**src/hw/rtl/page_framebuffer_glyph_writer_top_macros.svh**
```systemverilog
`ifndef PAGE_FRAMEBUFFER_GLYPH_WRITER_TOP_MACROS_SVH
`define PAGE_FRAMEBUFFER_GLYPH_WRITER_TOP_MACROS_SVH

// Same-cycle implication, disabled while reset is asserted.
`define PFGW_ASSERT_NOW(label, clk_i, rst_n_i, ante, cons) \
	label: assert property (@(posedge clk_i) disable iff (!rst_n_i) (ante) |-> (cons)) \
		else $error("pfgw assertion failed");

// Next-cycle implication, disabled while reset is asserted.
`define PFGW_ASSERT_NEXT(label, clk_i, rst_n_i, ante, cons) \
	label: assert property (@(posedge clk_i) disable iff (!rst_n_i) (ante) |=> (cons)) \
		else $error("pfgw assertion failed");

`endif

```
**src/hw/rtl/pfgw_pkg.sv**
```systemverilog
package pfgw_pkg;

	localparam int PAGES_DEF   = 8;
	localparam int COLUMNS_DEF = 128;

	// Stream payload layout.
	localparam int DATA_W = 48;
	localparam int USER_W = 2;
	localparam int CFG_IDX_W = 1;
	localparam int CFG_W = 8;

	localparam int OX_LSB   = 0;
	localparam int OY_LSB   = 8;
	localparam int GC_LSB   = 16;
	localparam int GR_LSB   = 23;
	localparam int BITS_LSB = 26;
	localparam int REV_LSB  = 34;
	localparam int RP_LSB   = 35;
	localparam int RC_LSB   = 38;

	localparam logic [USER_W-1:0] KIND_CLEAR = 2'd0;
	localparam logic [USER_W-1:0] KIND_WRITE = 2'd1;
	localparam logic [USER_W-1:0] KIND_READ  = 2'd2;

	localparam logic [CFG_IDX_W-1:0] REG_GLYPH_WIDTH  = 1'b0;
	localparam logic [CFG_IDX_W-1:0] REG_GLYPH_HEIGHT = 1'b1;

	localparam logic [7:0] GLYPH_WIDTH_RST  = 8'd6;
	localparam logic [6:0] GLYPH_HEIGHT_RST = 7'd8;

	typedef enum logic [2:0] {
		ST_CLEAR,
		ST_IDLE,
		ST_WR_RD,
		ST_WR_LO,
		ST_WR_HI,
		ST_RD_ADDR,
		ST_RD_OUT
	} state_t;

	typedef struct packed {
		logic capture;
		logic clr_wr;
		logic wr_lo;
		logic wr_hi;
		logic rd_hi;
		logic out_load;
	} cmd_t;

	typedef struct packed {
		logic clr_last;
		logic ok_lo;
		logic ok_hi;
		logic out_busy;
	} status_t;

endpackage

```
**src/hw/rtl/pfgw_ctrl.sv**
```systemverilog
module pfgw_ctrl (
	input  logic                           clk,
	input  logic                           arst_n,
	input  logic                           s_tvalid,
	input  logic [pfgw_pkg::USER_W-1:0]    s_tuser,
	output logic                           s_tready,
	input  pfgw_pkg::status_t              status,
	output pfgw_pkg::cmd_t                 cmd
);
	import pfgw_pkg::*;

	state_t state_q;
	state_t state_nxt;

	always_ff @(posedge clk or negedge arst_n) begin
		if (!arst_n) begin
			state_q <= ST_CLEAR;
		end else begin
			state_q <= state_nxt;
		end
	end

	always_comb begin
		state_nxt = state_q;
		unique case (state_q)
			ST_CLEAR: begin
				if (status.clr_last) begin
					state_nxt = ST_IDLE;
				end
			end
			ST_IDLE: begin
				if (s_tvalid) begin
					unique case (s_tuser)
						KIND_CLEAR: state_nxt = ST_CLEAR;
						KIND_WRITE: state_nxt = ST_WR_RD;
						KIND_READ:  state_nxt = ST_RD_ADDR;
						default:    state_nxt = ST_IDLE;
					endcase
				end
			end
			ST_WR_RD:   state_nxt = ST_WR_LO;
			ST_WR_LO:   state_nxt = status.ok_hi ? ST_WR_HI : ST_IDLE;
			ST_WR_HI:   state_nxt = ST_IDLE;
			ST_RD_ADDR: state_nxt = ST_RD_OUT;
			ST_RD_OUT: begin
				if (!status.out_busy) begin
					state_nxt = ST_IDLE;
				end
			end
			default:    state_nxt = ST_IDLE;
		endcase
	end

	always_comb begin
		cmd      = '0;
		s_tready = 1'b0;
		unique case (state_q)
			ST_CLEAR: cmd.clr_wr = 1'b1;
			ST_IDLE: begin
				s_tready    = 1'b1;
				cmd.capture = s_tvalid;
			end
			ST_WR_RD: ;
			ST_WR_LO: begin
				cmd.wr_lo = status.ok_lo;
				cmd.rd_hi = 1'b1;
			end
			ST_WR_HI:   cmd.wr_hi = 1'b1;
			ST_RD_ADDR: ;
			ST_RD_OUT:  cmd.out_load = !status.out_busy;
			default: ;
		endcase
	end

endmodule

```
**config.mk**
```make
export PLATFORM = sky130hd
export DESIGN_NAME = pfgw_ctrl
export DESIGN_NICKNAME = d
export VERILOG_FILES = /design/src/hw/rtl/page_framebuffer_glyph_writer_top_macros.svh /design/src/hw/rtl/pfgw_pkg.sv /design/src/hw/rtl/pfgw_ctrl.sv
export SDC_FILE = /design/constraint.sdc
export NUM_CORES = 1
export LEC_CHECK = 0
export ABC_AREA = 1
export BUFFER_PORTS_ARGS = -buffer_cell sky130_fd_sc_hd__buf_4
export CELL_PAD_IN_SITES_DETAIL_PLACEMENT = 0
export CELL_PAD_IN_SITES_GLOBAL_PLACEMENT = 1
export CORE_MARGIN = 3
export CORE_UTILIZATION = 23
export CTS_CLUSTER_SIZE = 8
export DETAILED_ROUTE_END_ITERATION = 8
export PLACE_DENSITY = 0.69
export SETUP_SLACK_MARGIN = 0.3
export SLEW_MARGIN = 20
export SYNTH_ARGS = -nofsm -noshare
export SYNTH_HDL_FRONTEND = slang
export SYNTH_SLANG_ARGS = --single-unit
```
**constraint.sdc**
```tcl
create_clock -name clk -period 0.99 [get_ports clk]
set_input_delay 0.1485 -clock clk [delete_from_list [all_inputs] [get_ports clk]]
set_output_delay 0.1485 -clock clk [all_outputs]
set_load 0.01 [all_outputs]
```
==> results of run 1 <==
## layout make-up
type	count	area, um^2
Tap cell	14	17.52
Clock buffer	4	26.28
Timing Repair Buffer	28	224.0
Multi-Input combinational cell	37	227.7
Fill cell	125	560.5
Inverter	9	36.28
Sequential cell	3	78.83
## how the worst min path moves through the flow
stage | slack [ns] | end | cells after the start | start
2_1_floorplan | -0.15 | state_q[0]$_DFFE_PN0P_ | 0 | arst_n
3_3_place_gp | -0.06 | state_q[2]$_DFFE_PN0P_ | 1 | arst_n
3_5_place_dp | -0.06 | state_q[2]$_DFFE_PN0P_ | 1 | arst_n
4_1_cts | 0.20 | state_q[2]$_DFFE_PN0P_ | 3 | status[0]
5_1_grt | 0.20 | state_q[1]$_DFFE_PN0P_ | 3 | status[0]
6_report | 0.20 | state_q[2]$_DFFE_PN0P_ | 3 | status[0]
## cells by family after synthesis
group	after synthesis	synth area share [%]
compound gates	2	4.115
buf+inv	10	13.58
flops	3	24.69
simple gates	35	57.61
## power by group
part | switching, mW | internal (mW)
logic | 0.569 | 0.672
clock network | 0.0606 | 0.151
registers | 0.134 | 0.190
## worst max-delay path, delay by kind of cell, from the launching register on
kind          cells  cell delay, ns
buf+inv           2            0.21
simple gates      2            0.22
flops             1            0.45
## Yosys cell counts (all sizes together)
| cell type | instances |
|---|---|
| o21ai | 1 |
| nand3b | 1 |
| inv | 8 |
| nor2 | 14 |
| nand3 | 4 |
| clkinv | 1 |
| nor3 | 1 |
| o211ai | 1 |
| dfrtp | 3 |
| nand4 | 1 |
| nor3b | 1 |
| nand2 | 13 |
| buf | 1 |
## through the flow
| stage | utilization (%) | setup WS [ns] |
|---|---|---|
| after CTS | 49.57 | -0.2480 |
| after global routing | 52.14 | -0.3266 |
| after detailed placement | 39.42 | -0.08362 |
| final | 52.14 | -0.2582 |
| after floorplan | - | -0.01016 |
| after global placement | 39.42 | -0.1013 |
## per-layer routing
layer  GRT usage [%]  part of all wire, %  up-vias
li1                -                    -      214
met3           6.867                  9.1        0
met5               0                    0        -
met1           13.04                   45      171
met4           1.863                    0        0
met2           14.29                   46       14
## repair_timing
| action | in CTS | in global routing |
|---|---|---|
| endpoints found under the setup margin | 10 | 10 |
| endpoints found under the hold margin | 3 | 0 |
| pin swaps | 5 | 3 |
| gates resized for setup | 14 | 3 |
| hold buffers | 1 | 0 |
| buffers inserted | 5 | 3 |
==> summary.txt, run 1 <==
Synthesis
  • Distinct cells, synth: 17
  • Seq/Total Area, Yosys: 24.69%
  • Synth Register Bits: 3
  • Synth top area share: 24.69%
  • Post-Syn Instances: 50
  • Mean Syn Cell Area: 6.081 um^2
  • Ranking of synthesized cells by area: dfrtp_1 (25%), nand2_1 (15%), nor2_1 (12%), nand3_2 (9.9%), nor2_2 (8.2%)
  • Post-Synthesis Cell Area: 304.0 um^2
  • Yosys top cell by area: dfrtp_1
  • Yosys warnings: 0
  • Synth Net Count: 59

Global routing
  • Vias in the first global route: 344
  • First-pass GRT wire length: 1.380 mm
  • GRT overflow: 0
  • Largest net degree at the start of global routing: 8
  • Tot GR Track Use: 10.23%
  • Initial antenna violation count: 0

Die
  • Die X: 42.36 um
  • Row count: 12
  • Total Die Area: 1794 um^2
  • I/O pin total: 16
  • Starting density of the core: 25.96%
  • Core ar.: 1171 um^2
  • Chip height: 42.36 um

Setup path
  • Startpoint types: flip-flop
  • Setup crit end: cmd[5]
  • Worst r2r dst: state_q[1]$_DFFE_PN0P_
  • Req. time, crit path: 0.84 ns
  • CP Class: reg2out
  • Worst setup EP type: output pin
  • Worst Reg-to-Reg Cells: 8
  • Slowest-stage cell, CP: dfrtp_2
  • Largest fanout on the critical path: 6
  • Setup crit start: state_q[1]$_DFFE_PN0P_
  • Crit Reg-Reg Startpoint: state_q[0]$_DFFE_PN0P_
  • Sequence of cells on the critical path: inv_1 > nand3_1 > nor2_2 > buf_4
  • Worst reg-to-reg setup slack: -0.22 ns
  • Crit path DAT: 1.10 ns
  • Slowest cell delay on critical path: 0.45 ns

Pwr
  • P per Cell Area: 2909 nW/um^2
  • Worst vdd ir: 0.001129 V
  • Final Power: 1.776 mW
  • Leakage: 0.3181 nW

Clocking
  • CTS tree: yes
  • Reg clk slew, reported paths: 0.04 ns
  • Worst-skew pair later-pin latency: 0.23 ns
  • CTS Sinks: 3
  • Clock buffer count from CTS: 3
  • # H-tree levels: 1
  • CTS Buffer Depth: 2
  • Root Buffer: clkbuf_4

Route
  • Drt drc: 0
  • DRT iter0 DRCs: 6
  • Final ANT Viol Nets: 0
  • Vias per inst: 4.200
  • DR pass1 iterations: 4
  • Wire length per cell: 9.053 um
  • WL final: 860 um
  • Vias: 399

STA
  • Fin worst setup slack: -0.2582 ns
  • Fin crit share: 126.1%
  • Worst hold slack: 0.2045 ns
  • Final setup viols: 10
  • Worst Tran Pin Value: 0.1617 ns
  • Worst slew margin: 89.14%
  • Clock period minus worst slack: 1.248 ns
  • Total negative slack: -2.182 ns
  • Clk_skew: 0.005278 ns
  • Final slew viol count: 0
  • RSZ-0062 raised after global routing: true
  • Max Clk Rate: 801.2 MHz
  • Final Hold Fails: 0

Placed design
  • Port bufs: 15
  • Area after DPL: 461.7 um^2
  • RePlAce Congestion: 0.7844
  • Placed cells: 82
  • Post-detail-place hpwl: 661.8 um

Layout
  • Diode count: 0
  • Final instance area: 610.6 um^2
  • Most frequent cells in the layout: buf_4 (24), nand2_1 (10), nor2_1 (6)
  • Max FFs per register: 3
  • Regs by FF count: state_q x3
  • Layout Cells excl Fill: 95
  • Area Overhead vs Synth: 100.8%
  • Final net count: 91
  • Most common cell after layout, fill and taps aside: buf_4
  • Layout cells sized above 1: 62.96%
  • Largest reg by FF count: state_q

Outcome
  • Outcome: complete, but fails checks
  • Failing checks: negative setup slack

Flow run
  • Maxcap violations: 0

Worst hold path
  • Hold Crit Class: in2reg
(Power assumes the default switching activity.)
==> run 2: changes to the inputs <==
Settings changed: MAX_ROUTING_LAYER set to met4.
==> run 2 against run 1 <==
The run still ends with negative setup slack left. Cell count unchanged. Final area stayed put. Critical path type unchanged. Non-clock buffer count is the same. Highest routed layer unchanged. Die area unchanged. Clock skew is 0.0011 ns lower. Global-route usage increased by 0.28 points. Largest power group unchanged.
==> summary.txt, run 2 (synthesized netlist as in run 1, its figures left out) <==
Pwr
  • Leakage: 0.3181 nW (unchanged)
  • Worst vdd ir: 0.001130 V (+0.14%)
  • P per Cell Area: 2908 nW/um^2 (about the same)
  • Switching pwr: 0.7630 mW (-0.12%)
  • Clk pwr share: 11.8% (about the same)
  • Sw frac: 42.97% (about the same)
  • Sequential Power Share: 18.3% (about the same)
  • Final Power: 1.775 mW (about the same)
  • Int Power: 1.012 mW (about the same)
  • Comb power frac: 69.9% (about the same)

Clocking
  • CTS Buffer Depth: 2 (unchanged)
  • CTS tree: yes
  • Worst-skew pair later-pin latency: 0.23 ns (about the same)
  • CTS Sinks: 3 (unchanged)
  • Clock buffer count from CTS: 3 (unchanged)
  • # H-tree levels: 1 (unchanged)
  • Reg clk slew, reported paths: 0.04 ns (about the same)
  • Root Buffer: clkbuf_4

Setup path
  • Req. time, crit path: 0.84 ns (about the same)
  • Slowest-stage cell, CP: dfrtp_2
  • Crit path DAT: 1.10 ns (about the same)
  • CP Class: reg2out
  • Sequence of cells on the critical path: inv_1 > nand3_1 > nor2_2 > buf_4
  • Slowest cell delay on critical path: 0.45 ns (about the same)
  • Worst setup EP type: output pin
  • Startpoint types: flip-flop
  • Largest fanout on the critical path: 6 (unchanged)

Layout
  • Multi-input logic area: 227.7 um^2 (unchanged)
  • Layout cells sized above 1: 62.96% (unchanged)
  • Max FFs per register: 3 (unchanged)
  • Regs by FF count: state_q x3
  • Util after Layout: 52.14% (unchanged)
  • Fillers: 125 (unchanged)
  • Largest reg by FF count: state_q
  • Layout Cells excl Fill: 95 (unchanged)
  • Area Overhead vs Synth: 100.8% (unchanged)
  • Final net count: 91 (unchanged)
  • Diode count: 0 (unchanged)
  • Final instance area: 610.6 um^2 (unchanged)
  • Flip-flop and latch area: 78.83 um^2 (unchanged)
  • Most common cell after layout, fill and taps aside: buf_4
  • Most frequent cells in the layout: buf_4 (24), nand2_1 (10), nor2_1 (6)

Route
  • Wire length per cell: 9.000 um (-0.58%)
  • Drt drc: 0 (unchanged)
  • DRT iter0 DRCs: 1 (-5)
  • Final ANT Viol Nets: 0 (unchanged)
  • Vias per inst: 4.295 (+2.3%)
  • DR pass1 iterations: 4 (unchanged)
  • Vias: 408 (+2.3%)
  • WL final: 855 um (-0.58%)

Global routing
  • Tot GR Track Use: 10.50% (+0.28 points)
  • Grt met1 use: 13.04% (unchanged)
  • First-pass GRT wire length: 1.380 mm (unchanged)
  • Initial antenna violation count: 0 (unchanged)
  • Met3 usage: 6.867% (unchanged)
  • Most crowded layer after global routing: met2
  • Largest net degree at the start of global routing: 8 (unchanged)
  • M2 GR Usage: 14.29% (unchanged)
  • GRT overflow: 0 (unchanged)
  • Vias in the first global route: 343 (-0.29%)

STA
  • Worst slew margin: 88.88% (-0.26 points)
  • Clock period minus worst slack: 1.247 ns (-0.001004 ns)
  • Total negative slack: -2.191 ns (-0.008560 ns)
  • Final Hold Fails: 0 (unchanged)
  • Final setup viols: 10 (unchanged)
  • Max Clk Rate: 801.8 MHz (about the same)
  • Worst hold slack: 0.2071 ns (+0.002644 ns)
  • Fin crit share: 126.0% (about the same)
  • Final slew viol count: 0 (unchanged)
  • Clk_skew: 0.004205 ns (-0.001073 ns)
  • RSZ-0062 raised after global routing: true
  • Worst Tran Pin Value: 0.1656 ns (+0.003847 ns)
  • Fin worst setup slack: -0.2572 ns (+0.001004 ns)

Placed design
  • Port bufs: 15 (unchanged)
  • RePlAce Congestion: 0.7952 (+1.4%)
  • Pre-CTS WS: -0.08362 ns (unchanged)
  • Placed cells: 82 (unchanged)
  • Area after DPL: 461.7 um^2 (unchanged)
  • Post-detail-place hpwl: 661.8 um (unchanged)

Die
  • Starting density of the core: 25.96% (unchanged)
  • Total Die Area: 1794 um^2 (unchanged)
  • Core ar.: 1171 um^2 (unchanged)
  • I/O pin total: 16 (unchanged)
  • Die X: 42.36 um (unchanged)
  • Row count: 12 (unchanged)
  • Chip height: 42.36 um (unchanged)

Flow run
  • Maxcap violations: 0 (unchanged)

Outcome
  • Outcome: complete, but fails checks
  • Failing checks: negative setup slack

Worst hold path
  • Hold Crit Class: in2reg
==> run 2: worst paths after layout <==
path | startpoint | end | slack, ns | cells past startpoint
min in group asynchronous | arst_n | state_q[2]$_DFFE_PN0P_ | 0.25 | 2
worst min-delay path | status[0] | state_q[2]$_DFFE_PN0P_ | 0.21 | 3
worst min register to register | state_q[0]$_DFFE_PN0P_ | state_q[2]$_DFFE_PN0P_ | 0.71 | 3
worst max register to register | state_q[0]$_DFFE_PN0P_ | state_q[1]$_DFFE_PN0P_ | -0.22 | 8
worst max-delay path | state_q[1]$_DFFE_PN0P_ | cmd[5] | -0.26 | 4
max in group asynchronous | arst_n | state_q[0]$_DFFE_PN0P_ | 0.63 | 2
==> run 2: repair_timing <==
action                                 in CTS  in global routing
resized for setup                          14                  3
setup endpoints to repair                  10                 10
gates cloned                                0                  0
pin swaps                                   5                  3
buffers inserted                            5                  3
hold buffers                                1                  0
endpoints found under the hold margin       3                  0
==> run 2: area by class of cell <==
| cell class | instances | share of cell area (%) |
|---|---|---|
| clock buffer | 4 | 4.303 |
| inverter | 9 | 5.943 |
| multi-input combinational | 37 | 37.29 |
| sequential | 3 | 12.91 |
| tap | 14 | 2.869 |
| timing repair buffer | 28 | 36.68 |
==> run 2: metal layers <==
layer / share of wire (%) / wire [um]
met1: 44 / 378
met2: 46 / 394
met4: 0 / 0
met3: 9.5 / 81
met5: 0 / 0
==> run 2: worst max-delay path, delay by kind of cell, from the launching register on <==
family | cells | cell delay (ns)
buffers and inverters | 2 | 0.21
DFF | 1 | 0.45
and+or+nand+nor | 2 | 0.22
==> run 2: power by group through the flow <==
stage | Sequential [mW] | Combinational (mW) | Clock (mW)
finish | 0.324 | 1.24 | 0.210
floorplan | 0.237 | 0.582 | 0
global placement | 0.278 | 0.900 | 0
CTS | 0.308 | 1.13 | 0.219
detailed placement | 0.277 | 0.877 | 0
global route | 0.334 | 1.36 | 0.240
